## config.mk

```make
export PLATFORM = sky130hd
export DESIGN_NAME = sensor_health_and_comfort_classifier
export DESIGN_NICKNAME = d
export VERILOG_FILES = /design/src/rtl/shc_pkg.sv /design/src/rtl/sensor_health_and_comfort_classifier.sv /design/src/rtl/shc_flag_track.sv /design/src/rtl/shc_vote.sv
export SDC_FILE = /design/constraint.sdc
export NUM_CORES = 1
export LEC_CHECK = 0
export BUFFER_PORTS_ARGS = -buffer_cell sky130_fd_sc_hd__buf_4
export CORE_ASPECT_RATIO = 0.6
export CORE_MARGIN = 1
export CORE_UTILIZATION = 40
export CTS_BUF_LIST = sky130_fd_sc_hd__clkbuf_8 sky130_fd_sc_hd__clkbuf_16
export DETAILED_ROUTE_END_ITERATION = 6
export GPL_TIMING_DRIVEN = 0
export PLACE_DENSITY = 0.63
export RECOVER_POWER = 50
export SYNTH_ARGS = -nofsm -noshare
export SYNTH_HDL_FRONTEND = slang
export SYNTH_SLANG_ARGS = --single-unit
```

## constraint.sdc

```tcl
create_clock -name clk -period 5.8 [get_ports clk]
set_input_delay 0.29 -clock clk [delete_from_list [all_inputs] [get_ports clk]]
set_output_delay 0.29 -clock clk [all_outputs]
set_load 0.02 [all_outputs]
```

## src/rtl/shc_pkg.sv

```systemverilog
package shc_pkg;

	localparam logic [1:0] CLASS_COLD    = 2'd0;
	localparam logic [1:0] CLASS_COMFORT = 2'd1;
	localparam logic [1:0] CLASS_HOT     = 2'd2;

	localparam logic [1:0] HEALTH_NORMAL = 2'd0;
	localparam logic [1:0] HEALTH_CHECK  = 2'd1;
	localparam logic [1:0] HEALTH_WARN   = 2'd2;

	localparam logic [2:0] REG_COLD_TEMP_LIMIT  = 3'd0;
	localparam logic [2:0] REG_HOT_TEMP_LIMIT   = 3'd1;
	localparam logic [2:0] REG_DRY_HUM_LIMIT    = 3'd2;
	localparam logic [2:0] REG_HUMID_HUM_LIMIT  = 3'd3;
	localparam logic [2:0] REG_WARN_RUN_LIMIT   = 3'd4;
	localparam logic [2:0] REG_WARN_COUNT_LIMIT = 3'd5;
	localparam logic [2:0] REG_CHECK_COUNT_MAX  = 3'd6;
	localparam logic [2:0] REG_VOTE_MIN         = 3'd7;

	typedef struct packed {
		logic [9:0] filtered_temp;
		logic [9:0] filtered_hum;
		logic       anomaly_flag;
	} in_item_t;

	typedef struct packed {
		logic [1:0]  health_state;
		logic [4:0]  window_anomalies;
		logic [7:0]  anomaly_run;
		logic [1:0]  comfort_class;
		logic [31:0] sample_total;
		logic [31:0] anomaly_total;
	} out_item_t;

	typedef struct packed {
		logic [9:0] cold_temp_limit;
		logic [9:0] hot_temp_limit;
		logic [9:0] dry_hum_limit;
		logic [9:0] humid_hum_limit;
		logic [7:0] warn_run_limit;
		logic [4:0] warn_count_limit;
		logic [4:0] check_count_max;
		logic [2:0] vote_min;
	} cfg_t;

	localparam cfg_t CFG_RESET = '{
		cold_temp_limit:  10'd240,
		hot_temp_limit:   10'd280,
		dry_hum_limit:    10'd350,
		humid_hum_limit:  10'd750,
		warn_run_limit:   8'd5,
		warn_count_limit: 5'd20,
		check_count_max:  5'd5,
		vote_min:         3'd3
	};

	// Health and counter results of the flag tracker for one transaction.
	typedef struct packed {
		logic [1:0]  health_state;
		logic [4:0]  window_anomalies;
		logic [7:0]  anomaly_run;
		logic [31:0] sample_total;
		logic [31:0] anomaly_total;
	} flag_res_t;

endpackage

```

## src/rtl/sensor_health_and_comfort_classifier.sv

```systemverilog
// Channel  Direction  Handshake          Payload
// in       input      in_valid/in_stall  in_data (in_item_t)
// out      output     out_valid/out_stall out_data (out_item_t)
// cfg      input      cfg_valid/cfg_ready cfg_index, cfg_data
//
// A sample is taken into an input register, evaluated combinationally and lands in the
// output register, which holds the result until the output is taken.
// One sample is accepted per cycle; throughput is limited only by out_stall.
// Reset returns all windows, counters, the configuration and the valid flags to their initial values at once.
// A held output stalls the input register, which in turn raises in_stall.
module sensor_health_and_comfort_classifier
	import shc_pkg::*;
#(
	parameter int FLAG_WINDOW = 30,
	parameter int VOTE_WINDOW = 5
) (
	input  logic       clk,
	input  logic       arst_n,
	input  logic       in_valid,
	output logic       in_stall,
	input  in_item_t   in_data,
	output logic       out_valid,
	input  logic       out_stall,
	output out_item_t  out_data,
	input  logic       cfg_valid,
	output logic       cfg_ready,
	input  logic [2:0] cfg_index,
	input  logic [9:0] cfg_data
);

	cfg_t      cfg_q;
	in_item_t  item_s1;
	logic      valid_s1;
	out_item_t out_q;
	logic      out_valid_q;
	logic      advance;
	logic      fire;
	logic      accept;
	flag_res_t flag_res;
	logic [1:0] comfort_class;

	assign advance   = !out_valid_q || !out_stall;
	assign fire      = valid_s1 && advance;
	assign in_stall  = valid_s1 && !advance;
	assign accept    = in_valid && !in_stall;
	assign cfg_ready = 1'b1;
	assign out_valid = out_valid_q;
	assign out_data  = out_q;

	always_ff @(posedge clk or negedge arst_n) begin
		if (!arst_n) begin
			cfg_q <= CFG_RESET;
		end else if (cfg_valid && cfg_ready) begin
			case (cfg_index)
				REG_COLD_TEMP_LIMIT:  cfg_q.cold_temp_limit  <= cfg_data;
				REG_HOT_TEMP_LIMIT:   cfg_q.hot_temp_limit   <= cfg_data;
				REG_DRY_HUM_LIMIT:    cfg_q.dry_hum_limit    <= cfg_data;
				REG_HUMID_HUM_LIMIT:  cfg_q.humid_hum_limit  <= cfg_data;
				REG_WARN_RUN_LIMIT:   cfg_q.warn_run_limit   <= cfg_data[7:0];
				REG_WARN_COUNT_LIMIT: cfg_q.warn_count_limit <= cfg_data[4:0];
				REG_CHECK_COUNT_MAX:  cfg_q.check_count_max  <= cfg_data[4:0];
				REG_VOTE_MIN:         cfg_q.vote_min         <= cfg_data[2:0];
				default: begin
				end
			endcase
		end
	end

	always_ff @(posedge clk or negedge arst_n) begin
		if (!arst_n) begin
			valid_s1 <= 1'b0;
		end else if (accept) begin
			valid_s1 <= 1'b1;
		end else if (advance) begin
			valid_s1 <= 1'b0;
		end
	end

	always_ff @(posedge clk) begin
		if (accept) begin
			item_s1 <= in_data;
		end
	end

	shc_flag_track #(
		.FLAG_WINDOW(FLAG_WINDOW)
	) u_flag_track (
		.clk          (clk),
		.arst_n       (arst_n),
		.fire         (fire),
		.anomaly_flag (item_s1.anomaly_flag),
		.cfg          (cfg_q),
		.res          (flag_res)
	);

	shc_vote #(
		.VOTE_WINDOW(VOTE_WINDOW)
	) u_vote (
		.clk           (clk),
		.arst_n        (arst_n),
		.fire          (fire),
		.item          (item_s1),
		.cfg           (cfg_q),
		.comfort_class (comfort_class)
	);

	always_ff @(posedge clk or negedge arst_n) begin
		if (!arst_n) begin
			out_valid_q <= 1'b0;
		end else if (fire) begin
			out_valid_q <= 1'b1;
		end else if (!out_stall) begin
			out_valid_q <= 1'b0;
		end
	end

	always_ff @(posedge clk) begin
		if (fire) begin
			out_q.health_state     <= flag_res.health_state;
			out_q.window_anomalies <= flag_res.window_anomalies;
			out_q.anomaly_run      <= flag_res.anomaly_run;
			out_q.comfort_class    <= comfort_class;
			out_q.sample_total     <= flag_res.sample_total;
			out_q.anomaly_total    <= flag_res.anomaly_total;
		end
	end

endmodule

```

## src/rtl/shc_flag_track.sv

```systemverilog
module shc_flag_track
	import shc_pkg::*;
#(
	parameter int FLAG_WINDOW = 30
) (
	input  logic      clk,
	input  logic      arst_n,
	input  logic      fire,
	input  logic      anomaly_flag,
	input  cfg_t      cfg,
	output flag_res_t res
);

	localparam int CNTW = $clog2(FLAG_WINDOW + 1);

	logic [FLAG_WINDOW-1:0] hist_q;
	logic [FLAG_WINDOW-1:0] hist_d;
	logic [CNTW-1:0]        count_q;
	logic [CNTW-1:0]        count_d;
	logic [7:0]             run_q;
	logic [7:0]             run_d;
	logic [31:0]            samples_q;
	logic [31:0]            samples_d;
	logic [31:0]            anoms_q;
	logic [31:0]            anoms_d;
	logic                   oldest;

	// The window is a shift line; the bit leaving it is the oldest flag.
	assign oldest = hist_q[FLAG_WINDOW-1];
	assign hist_d = (hist_q << 1) | FLAG_WINDOW'(anomaly_flag);
	assign count_d = count_q + CNTW'(anomaly_flag) - CNTW'(oldest);

	always_comb begin
		if (!anomaly_flag) begin
			run_d = 8'd0;
		end else if (run_q == 8'hFF) begin
			run_d = run_q;
		end else begin
			run_d = run_q + 8'd1;
		end
	end

	assign samples_d = (samples_q == 32'hFFFF_FFFF) ? samples_q : samples_q + 32'd1;
	assign anoms_d = (anomaly_flag && anoms_q != 32'hFFFF_FFFF) ? anoms_q + 32'd1 : anoms_q;

	always_comb begin
		if (run_d >= cfg.warn_run_limit || 8'(count_d) > 8'(cfg.warn_count_limit)) begin
			res.health_state = HEALTH_WARN;
		end else if (count_d != '0 && 8'(count_d) <= 8'(cfg.check_count_max)) begin
			res.health_state = HEALTH_CHECK;
		end else begin
			res.health_state = HEALTH_NORMAL;
		end
		res.window_anomalies = (8'(count_d) > 8'd31) ? 5'd31 : 5'(count_d);
		res.anomaly_run      = run_d;
		res.sample_total     = samples_d;
		res.anomaly_total    = anoms_d;
	end

	always_ff @(posedge clk or negedge arst_n) begin
		if (!arst_n) begin
			hist_q    <= '0;
			count_q   <= '0;
			run_q     <= '0;
			samples_q <= '0;
			anoms_q   <= '0;
		end else if (fire) begin
			hist_q    <= hist_d;
			count_q   <= count_d;
			run_q     <= run_d;
			samples_q <= samples_d;
			anoms_q   <= anoms_d;
		end
	end

endmodule

```

## src/rtl/shc_vote.sv

```systemverilog
module shc_vote
	import shc_pkg::*;
#(
	parameter int VOTE_WINDOW = 5
) (
	input  logic       clk,
	input  logic       arst_n,
	input  logic       fire,
	input  in_item_t   item,
	input  cfg_t       cfg,
	output logic [1:0] comfort_class
);

	localparam int CW = $clog2(VOTE_WINDOW + 1);

	logic [1:0]    hist_q [VOTE_WINDOW];
	logic [CW-1:0] cnt_q  [3];
	logic [CW-1:0] cnt_d  [3];
	logic [1:0]    kept_q;
	logic [1:0]    kept_d;
	logic [1:0]    cls;
	logic [1:0]    oldest;
	logic [1:0]    best;
	logic [CW-1:0] best_n;
	logic          push;

	assign push   = fire && !item.anomaly_flag;
	assign oldest = hist_q[VOTE_WINDOW-1];

	always_comb begin
		if (item.filtered_temp < cfg.cold_temp_limit) begin
			cls = CLASS_COLD;
		end else if (item.filtered_temp > cfg.hot_temp_limit) begin
			cls = CLASS_HOT;
		end else if (item.filtered_hum < cfg.dry_hum_limit) begin
			cls = CLASS_COLD;
		end else if (item.filtered_hum > cfg.humid_hum_limit) begin
			cls = CLASS_HOT;
		end else begin
			cls = CLASS_COMFORT;
		end
	end

	// Running per-class counts stand in for a scan of the history.
	always_comb begin
		for (int k = 0; k < 3; k++) begin
			cnt_d[k] = cnt_q[k] - CW'(oldest == 2'(k)) + CW'(cls == 2'(k));
		end
	end

	// Ties go to the earlier class: cold, then comfort, then hot.
	always_comb begin
		best   = CLASS_COLD;
		best_n = cnt_d[0];
		if (cnt_d[1] > best_n) begin
			best   = CLASS_COMFORT;
			best_n = cnt_d[1];
		end
		if (cnt_d[2] > best_n) begin
			best   = CLASS_HOT;
			best_n = cnt_d[2];
		end
		if (best != kept_q && 8'(best_n) >= 8'(cfg.vote_min)) begin
			kept_d = best;
		end else begin
			kept_d = kept_q;
		end
	end

	assign comfort_class = item.anomaly_flag ? kept_q : kept_d;

	always_ff @(posedge clk or negedge arst_n) begin
		if (!arst_n) begin
			for (int i = 0; i < VOTE_WINDOW; i++) begin
				hist_q[i] <= CLASS_COMFORT;
			end
			cnt_q[0] <= '0;
			cnt_q[1] <= CW'(VOTE_WINDOW);
			cnt_q[2] <= '0;
			kept_q   <= CLASS_COMFORT;
		end else if (push) begin
			for (int i = 1; i < VOTE_WINDOW; i++) begin
				hist_q[i] <= hist_q[i-1];
			end
			hist_q[0] <= cls;
			for (int k = 0; k < 3; k++) begin
				cnt_q[k] <= cnt_d[k];
			end
			kept_q <= kept_d;
		end
	end

endmodule
```

==> results of run 1 <==
-- cells by family (layout without fill, tap and decap cells) --
group | Yosys count | after routing | share of synthesized area
other cells | 1 | 1 | 0.000265
xor+xnor | 131 | 131 | 0.0810
mux | 52 | 52 | 0.0410
compound gates | 129 | 129 | 0.0534
flops | 293 | 293 | 0.557
fa+ha+maj | 83 | 83 | 0.0754
buf+inv | 133 | 346 | 0.0373
simple gates | 470 | 470 | 0.155
-- through the flow --
stage | utilization | hold slack [ns]
3_5_place_dp | 0.458 | 0.336
5_1_grt | 0.494 | 0.0321
6_report | 0.494 | 0.0438
3_3_place_gp | 0.456 | 0.448
2_1_floorplan | - | -0.00559
4_1_cts | 0.497 | 0.00531
-- metal layers --
layer  share of wire  routed length, um  vias up
met5               0                  0        -
met4           0.022                685        0
met3           0.043               1350       45
met2            0.42              13400      184
met1            0.51              16200     4734
li1                -                  -     4781
-- flip-flops by register name, indices dropped and copies added (netlist names) --
signal                  cells
cfg_q                      61
u_vote.cnt_q                9
u_vote.oldest               2
out_valid                   1
u_flag_track.run_q          8
u_flag_track.samples_q     32
u_vote.hist_q               8
item_s1                    21
u_flag_track.anoms_q       32
u_vote.kept_q               2
valid_s1                    1
u_flag_track.hist_q        30
u_flag_track.count_q        5
out_data                   81
-- critical path: cells and delay by family (launching register included) --
family	cells	cell delay, ns
AOI/OAI and AO/OA	9	1.28
adders and majority gates	6	1.68
DFF	1	0.52
and+or+nand+nor	9	1.11
muxes	3	0.90
buffers and inverters	2	0.08
-- placed cells by master, fill, tap and decap left out, drive strengths merged, types with 3 or more instances in the layout --
cell type / instances
and2: 11
buf: 38
o21ai: 63
clkinv: 15
nor4: 7
nand3: 34
and3: 18
edfxtp: 102
mux2i: 4
a211oi: 3
nor2: 67
dlygate4sd3: 29
dfrtp: 155
dfstp: 36
o31ai: 3
nor3: 26
ha: 79
nand2b: 11
inv: 98
a21o: 8
nand2: 234
or3: 3
and4: 6
nand4: 34
o21a: 4
clkbuf: 164
nand4b: 3
xor2: 48
xnor2: 83
nor2b: 10
fa: 4
a31oi: 5
mux2: 48
a21oi: 27
-- area by class of cell --
class,count,area (sq um)
buffer,41,186
clock buffer,30,739
clock inverter,23,145
fill,3162,17400
inverter,92,345
multi-input combinational,866,6060
sequential,293,7890
tap,459,574
timing repair buffer,160,995
-- worst max-delay path by stage --
stage,start,to,depth (start not counted)
finish,cfg_q[39],out_data[65],29
global route,item_s1[14],out_data[64],28
CTS,cfg_q[44],out_data[65],28
detailed placement,cfg_q[49],u_vote.kept_q[1],26
global placement,cfg_q[44],u_vote.kept_q[1],27
floorplan,cfg_q[39],u_vote.kept_q[1],28
-- what timing repair did --
action	CTS	global route
setup buffers	5	5
cloned	0	0
pin swaps	24	9
resized for setup	28	33
hold endpoints to repair	99	0
setup endpoints to repair	4	4
hold buffers	29	0
-- power groups by stage --
stage | Sequential (mW) | Combinational [mW] | Clock (mW)
after detailed placement | 2.85 | 2.80 | 0
after global routing | 2.85 | 4.18 | 1.92
after global placement | 2.85 | 2.69 | 0
after CTS | 2.82 | 3.43 | 1.83
final | 2.81 | 3.77 | 1.78
after floorplan | 2.90 | 1.96 | 0
==> metrics.md, run 1 <==
| Metric | Value |
|---|---|
| Area added between synthesis and finish | 19.5% |
| Starting Density | 0.413 |
| Post-layout nets | between 1500 and 2000 |
| Least setup slack across all paths after layout | -0.0197 ns |
| Number of placed instances, taps included | ~1900 |
| Type of destination of the critical path | flop |
| Worst r2r dst | out_data[65] |
| Biggest fanout along the worst timing path | 4 |
| Cell depth of the worst hold path | 3 |
| Destination of the worst hold path | cfg_q[34] |
| Maximum number of pins on one net before global-route repair | 110 |
| Final setup violating endpoints | 2 |
| Fmax | around 170 MHz |
| Final clock period utilization by the worst path | 1.00 |
| Top flip-flop cell by instance count after synthesis | sky130_fd_sc_hd__dfrtp_1 |
| Power Dens Cells | between 400 and 500 nW/um^2 |
| Starting DRT DRC Count | around 640 |
| Cts bufs inserted | 29 |
| Total Neg Setup Slack | -0.0353 ns |
| Routed WL | between 30 and 40 mm |
| Largest stage delay on the critical path | approximately 0.56 ns |
| Number of top-level design ports | ~120 |
| Antenna violations before repair | 0 |
| Final hold vios | 0 |
| YS warnings | 0 |
| Clock-pin slew reported for the worst setup and hold paths after clock tree synthesis | 0.06 ns |
| Worst R2R Setup Slack | -0.02 ns |
| DRC violations left | 0 |
| Global-route wire length before repair | a little over 50 mm |
| Master cell of the clock root buffer | sky130_fd_sc_hd__clkbuf_16 |
| Worst endpoint required time | ~6 ns |
| Met3 routing resource usage after global routing | 0.0312 |
| Violated checks | max-capacitance violations, max-slew violations, negative setup slack |
| Fraction of power consumed by sequential logic | 0.336 |
| ANT cells | 0 |
| Top cell type's share of synthesized area | 0.274 |
| Remaining global-route overflow | 0 |
| Vias in the first global route | about 9500 |
| Final worst clock skew | ~0.011 ns |
| Post-route minimum period | a little under 6 ns |
| Mapped Cells | 1292 |
| Detailed Place HPWL | ~22 mm |
| Worst-case clock buffer depth | 3 |
| Non-Filler Instances | between 1500 and 2000 |
| Number of vias in the routed layout | 9744 |
| Crit start category | flop |
| Area of the die | 36200 sq um |
| Switching Fraction | 0.358 |
| Largest area contributor in the synthesized netlist | sky130_fd_sc_hd__dfrtp_1 |
| Maximum ir drop on the vdd rail | around 0.50 mV |
| Data arrival time of the worst path | 6.12 ns |
| Outcome | finished with violations |
| Number of H-tree branching levels | 1 |
| Beginning of the worst hold path | cfg_data[3] |
| Layout cell share with drive strength beyond 1 | 0.163 |
| TritonCTS clock tree | done |
| Setup slack after placement | -0.757 ns |
| Clock network latency to the later pin of the worst-skew pair | approximately 0.56 ns |
| First-pass DRT Iterations | 5 |
| Cells on worst reg2reg path | 29 |
| DRT antenna net count | 0 |
| Synth Area per Inst | between 10 and 15 sq um |
| Fraction of power consumed by combinational cells | 0.451 |
| Average vias per placed instance | about 5.0 |
| Post-placement cell area | around 16000 sq um |
| Critical path type | flop to flop |
| Startpoint of the most critical register-to-register path | cfg_q[39] |
| Placer congestion estimate | between 0.8 and 0.9 |
| Leading post-synthesis cells by cell area | sky130_fd_sc_hd__dfrtp_1 (27%), sky130_fd_sc_hd__edfxtp_1 (22%), sky130_fd_sc_hd__ha_1 (7.0%), sky130_fd_sc_hd__dfstp_2 (6.7%), sky130_fd_sc_hd__nand2_1 (6.2%) |
| Post-synthesis net count | approximately 1400 |
| Sequential element share of the synthesized area | 0.557 |
| Master of the slowest instance on the critical path | sky130_fd_sc_hd__fa_2 |
| Met2 routing resource usage after global routing | 0.259 |
| Post-layout power | between 8 and 9 mW |
| Share of synthesized flip-flops with an asynchronous set or reset | 0.652 |
| Most Crowded Layer GR | met1 |
| Leading cell type by number of instances after synthesis | sky130_fd_sc_hd__nand2_1 |
| Synthesis-stage register bit count | a little under 300 |
| Total count of max-transition violations in the final report | between 80 and 90 |
| Worst hold path class | primary input to flop |
| Internal power summed over all cells | approximately 5.4 mW |
| Global-route usage over all layers | 0.178 |
| RSZ-0062 raised after global routing | yes |
| Max capacitance violation total | 1 |
| Cell area after layout | between 15000 and 20000 sq um |
| Row cnt | 52 |
| P_leak | ~7.4 nW |
| Net switching power | approximately 3 mW |
| Summed instance area of the synthesized netlist | 14200 sq um |
| Top cells by instance count after synthesis | sky130_fd_sc_hd__nand2_1 (234), sky130_fd_sc_hd__dfrtp_1 (155), sky130_fd_sc_hd__edfxtp_1 (102), sky130_fd_sc_hd__inv_1 (92), sky130_fd_sc_hd__xnor2_1 (83) |
| GR Util met1 | 0.273 |
| Rel. slew slack | -2.17 |
| Worst Max-Slew Pin Slew | approximately 4.7 ns |
| Die Width | 245 um |
| Number of synthesized flops with an enable pin | approximately 100 |
| Clock sinks | around 290 |
| Count of different cell masters after synthesis | 61 |
| Core Footprint | 34300 sq um |
| Port buffer count | 119 |
| Die Height | between 100 and 150 um |
| Clock power frac | 0.213 |
| Average wire per standard cell | around 16 um |
(Power assumes the default switching activity.)
==> run 2, diff against run 1 <==
--- a/config.mk
+++ b/config.mk
@@ -12,7 +12,6 @@
 export CTS_BUF_LIST = sky130_fd_sc_hd__clkbuf_8 sky130_fd_sc_hd__clkbuf_16
 export DETAILED_ROUTE_END_ITERATION = 6
 export GPL_TIMING_DRIVEN = 0
-export PLACE_DENSITY = 0.63
 export RECOVER_POWER = 50
 export SYNTH_ARGS = -nofsm -noshare
 export SYNTH_HDL_FRONTEND = slang
==> metrics.md, run 2 (synthesis results as in run 1) <==
| Metric | Value |
|---|---|
| Routed WL | 31.7 mm (was 31.6 mm) |
| Row cnt | 52 (unchanged) |
| Global-route usage over all layers | 0.178 (about the same) |
| Final clock period utilization by the worst path | 1.01 (was 1.00) |
| Die Height | 148 um (unchanged) |
| Fmax | 170 MHz (was 172 MHz) |
| Max capacitance violation total | 1 (unchanged) |
| Number of placed instances, taps included | 1872 (unchanged) |
| Final setup violating endpoints | 3 (was 2) |
| Layout cell share with drive strength beyond 1 | 0.156 (was 0.163) |
| Number of vias in the routed layout | 9696 (was 9744) |
| Total Neg Setup Slack | -0.146 ns (was -0.0353 ns) |
| Setup slack after placement | -0.703 ns (was -0.757 ns) |
| First-pass DRT Iterations | 7 (was 5) |
| Maximum ir drop on the vdd rail | 0.671 mV (was 0.505 mV) |
| Maximum number of pins on one net before global-route repair | 97 (was 110) |
| RSZ-0062 raised after global routing | yes (unchanged) |
| Switching Fraction | 0.355 (was 0.358) |
| Area added between synthesis and finish | 18.7% (was 19.5%) |
| Worst hold path class | primary input to flop (unchanged) |
| Critical path type | flop to flop (unchanged) |
| Clock-pin slew reported for the worst setup and hold paths after clock tree synthesis | 0.07 ns (was 0.06 ns) |
| Master of the slowest instance on the critical path | sky130_fd_sc_hd__o41a_1 (was sky130_fd_sc_hd__fa_2) |
| Post-route minimum period | 5.89 ns (was 5.82 ns) |
| Final hold vios | 0 (unchanged) |
| Number of H-tree branching levels | 1 (unchanged) |
| DRT antenna net count | 0 (unchanged) |
| Number of top-level design ports | 123 (unchanged) |
| Starting Density | 0.413 (unchanged) |
| Least setup slack across all paths after layout | -0.0859 ns (was -0.0197 ns) |
| Fraction of power consumed by sequential logic | 0.333 (was 0.336) |
| Starting DRT DRC Count | 621 (was 642) |
| Crit start category | flop (unchanged) |
| Post-layout power | 8.44 mW (was 8.36 mW) |
| Post-layout nets | 1604 (was 1605) |
| Remaining global-route overflow | 0 (unchanged) |
| Largest stage delay on the critical path | 0.58 ns (was 0.56 ns) |
| Master cell of the clock root buffer | sky130_fd_sc_hd__clkbuf_16 (unchanged) |
| Final worst clock skew | 0.0181 ns (was 0.0112 ns) |
| Clock network latency to the later pin of the worst-skew pair | 0.57 ns (was 0.56 ns) |
| Average wire per standard cell | 16.2 um (was 16.1 um) |
| Most common library cell in the layout ignoring fill and taps | sky130_fd_sc_hd__nand2_1 (unchanged) |
| Area of the die | 36200 sq um (unchanged) |
| Worst endpoint required time | 6.10 ns (about the same) |
| Worst Max-Slew Pin Slew | 4.55 ns (was 4.75 ns) |
| DRC violations left | 0 (unchanged) |
| TritonCTS clock tree | done (unchanged) |
| Non-Filler Instances | 1965 (was 1964) |
| Power Dens Cells | 502 nW/um^2 (was 494 nW/um^2) |
| Outcome | finished with violations (unchanged) |
| Clock sinks | 293 (unchanged) |
| Rel. slew slack | -2.03 (was -2.17) |
| Violated checks | max-capacitance violations, max-slew violations, negative setup slack (unchanged) |
| Largest register FFs | 81 (unchanged) |
| Clock power frac | 0.209 (was 0.213) |
| Total count of max-transition violations in the final report | 96 (was 83) |
| Biggest fanout along the worst timing path | 3 (was 4) |
| Net switching power | 3.00 mW (was 2.99 mW) |
| Fraction of power consumed by combinational cells | 0.459 (was 0.451) |
| Most frequent cells in the layout | sky130_fd_sc_hd__nand2_1 (234), sky130_fd_sc_hd__dfrtp_1 (155), sky130_fd_sc_hd__clkbuf_1 (106), sky130_fd_sc_hd__edfxtp_1 (102), sky130_fd_sc_hd__inv_1 (93) (was sky130_fd_sc_hd__nand2_1 (234), sky130_fd_sc_hd__dfrtp_1 (155), sky130_fd_sc_hd__clkbuf_1 (112), sky130_fd_sc_hd__edfxtp_1 (102), sky130_fd_sc_hd__inv_1 (94)) |
| Data arrival time of the worst path | 6.19 ns (was 6.12 ns) |
| Internal power summed over all cells | 5.44 mW (was 5.37 mW) |
| Type of destination of the critical path | flop (unchanged) |
| Placer congestion estimate | 0.831 (was 0.814) |
| Vias in the first global route | 9490 (was 9482) |
| Port buffer count | 119 (unchanged) |
| Worst-case clock buffer depth | 3 (unchanged) |
| Core Footprint | 34300 sq um (unchanged) |
| Cts bufs inserted | 29 (unchanged) |
| Detailed Place HPWL | 22.4 mm (was 22.1 mm) |
| Global-route wire length before repair | 51.3 mm (about the same) |
| Antenna violations before repair | 0 (unchanged) |
| P_leak | 7.37 nW (was 7.38 nW) |
| Die Width | 245 um (unchanged) |
| Average vias per placed instance | 4.93 (was 4.96) |
[run 2: what timing repair did]
| action | 4_1_cts | 5_1_grt |
|---|---|---|
| pin swaps | 18 | 20 |
| resized for setup | 35 | 11 |
| endpoints found under the hold margin | 131 | 0 |
| endpoints found under the setup margin | 4 | 4 |
| hold buffers | 29 | 0 |
| buffers inserted | 6 | 3 |
[run 2: routing by layer]
metal,GRT usage,up-vias,wire [um]
met4,0.0450,0,743
met5,0,-,0
met2,0.254,171,13000
met3,0.0283,47,1230
li1,-,4775,-
met1,0.278,4703,16800
[run 2: cell type report]
type / instances / area, sq um
fillers: 3109 / 17500
flip-flops and latches: 293 / 7890
multi-input cells: 866 / 5940
repair buffers: 159 / 1020
clock buffers: 29 / 726
well taps: 459 / 574
inverters: 92 / 345
plain buffers: 41 / 186
clock inverters: 25 / 139
diodes: 1 / 2.50
[run 2: critical path, delay by kind of cell (launching register included)]
| kind | cells | cell delay, ns |
|---|---|---|
| simple gates | 9 | 1.14 |
| flops | 1 | 0.53 |
| buf+inv | 2 | 0.08 |
| compound gates | 8 | 1.38 |
| mux | 3 | 0.90 |
| fa+ha+maj | 6 | 1.60 |
[run 2: through the flow]
step                      utilization  hold WS (ns)  instance area, sq um
after detailed placement        0.458         0.368                 15700
after floorplan                     -      -0.00559                 14200
after global placement          0.456         0.445                 15600
after global routing            0.491        0.0389                 16800
final                           0.491        0.0338                 16800
after CTS                       0.497       0.00836                 17100
[run 2: final timing paths]
path	startpoint	to	slack [ns]	depth (start not counted)
hold reg to reg	u_flag_track.hist_q[4]	u_flag_track.hist_q[5]	0.46	2
setup / recovery	cfg_q[44]	out_data[64]	-0.09	28
max in group asynchronous	arst_n	u_flag_track.samples_q[19]	1.18	2
hold / removal	out_stall	valid_s1	0.03	3
setup reg to reg	cfg_q[44]	out_data[64]	-0.09	28
min in group asynchronous	arst_n	u_flag_track.anoms_q[14]	2.00	2
[run 2: power groups by stage]
stage / Sequential (mW) / Combinational [mW] / Clock (mW)
after floorplan: 2.90 / 1.96 / 0
after global placement: 2.84 / 2.72 / 0
after detailed placement: 2.85 / 2.80 / 0
after CTS: 2.81 / 3.79 / 1.81
after global routing: 2.85 / 4.31 / 1.89
final: 2.81 / 3.87 / 1.76
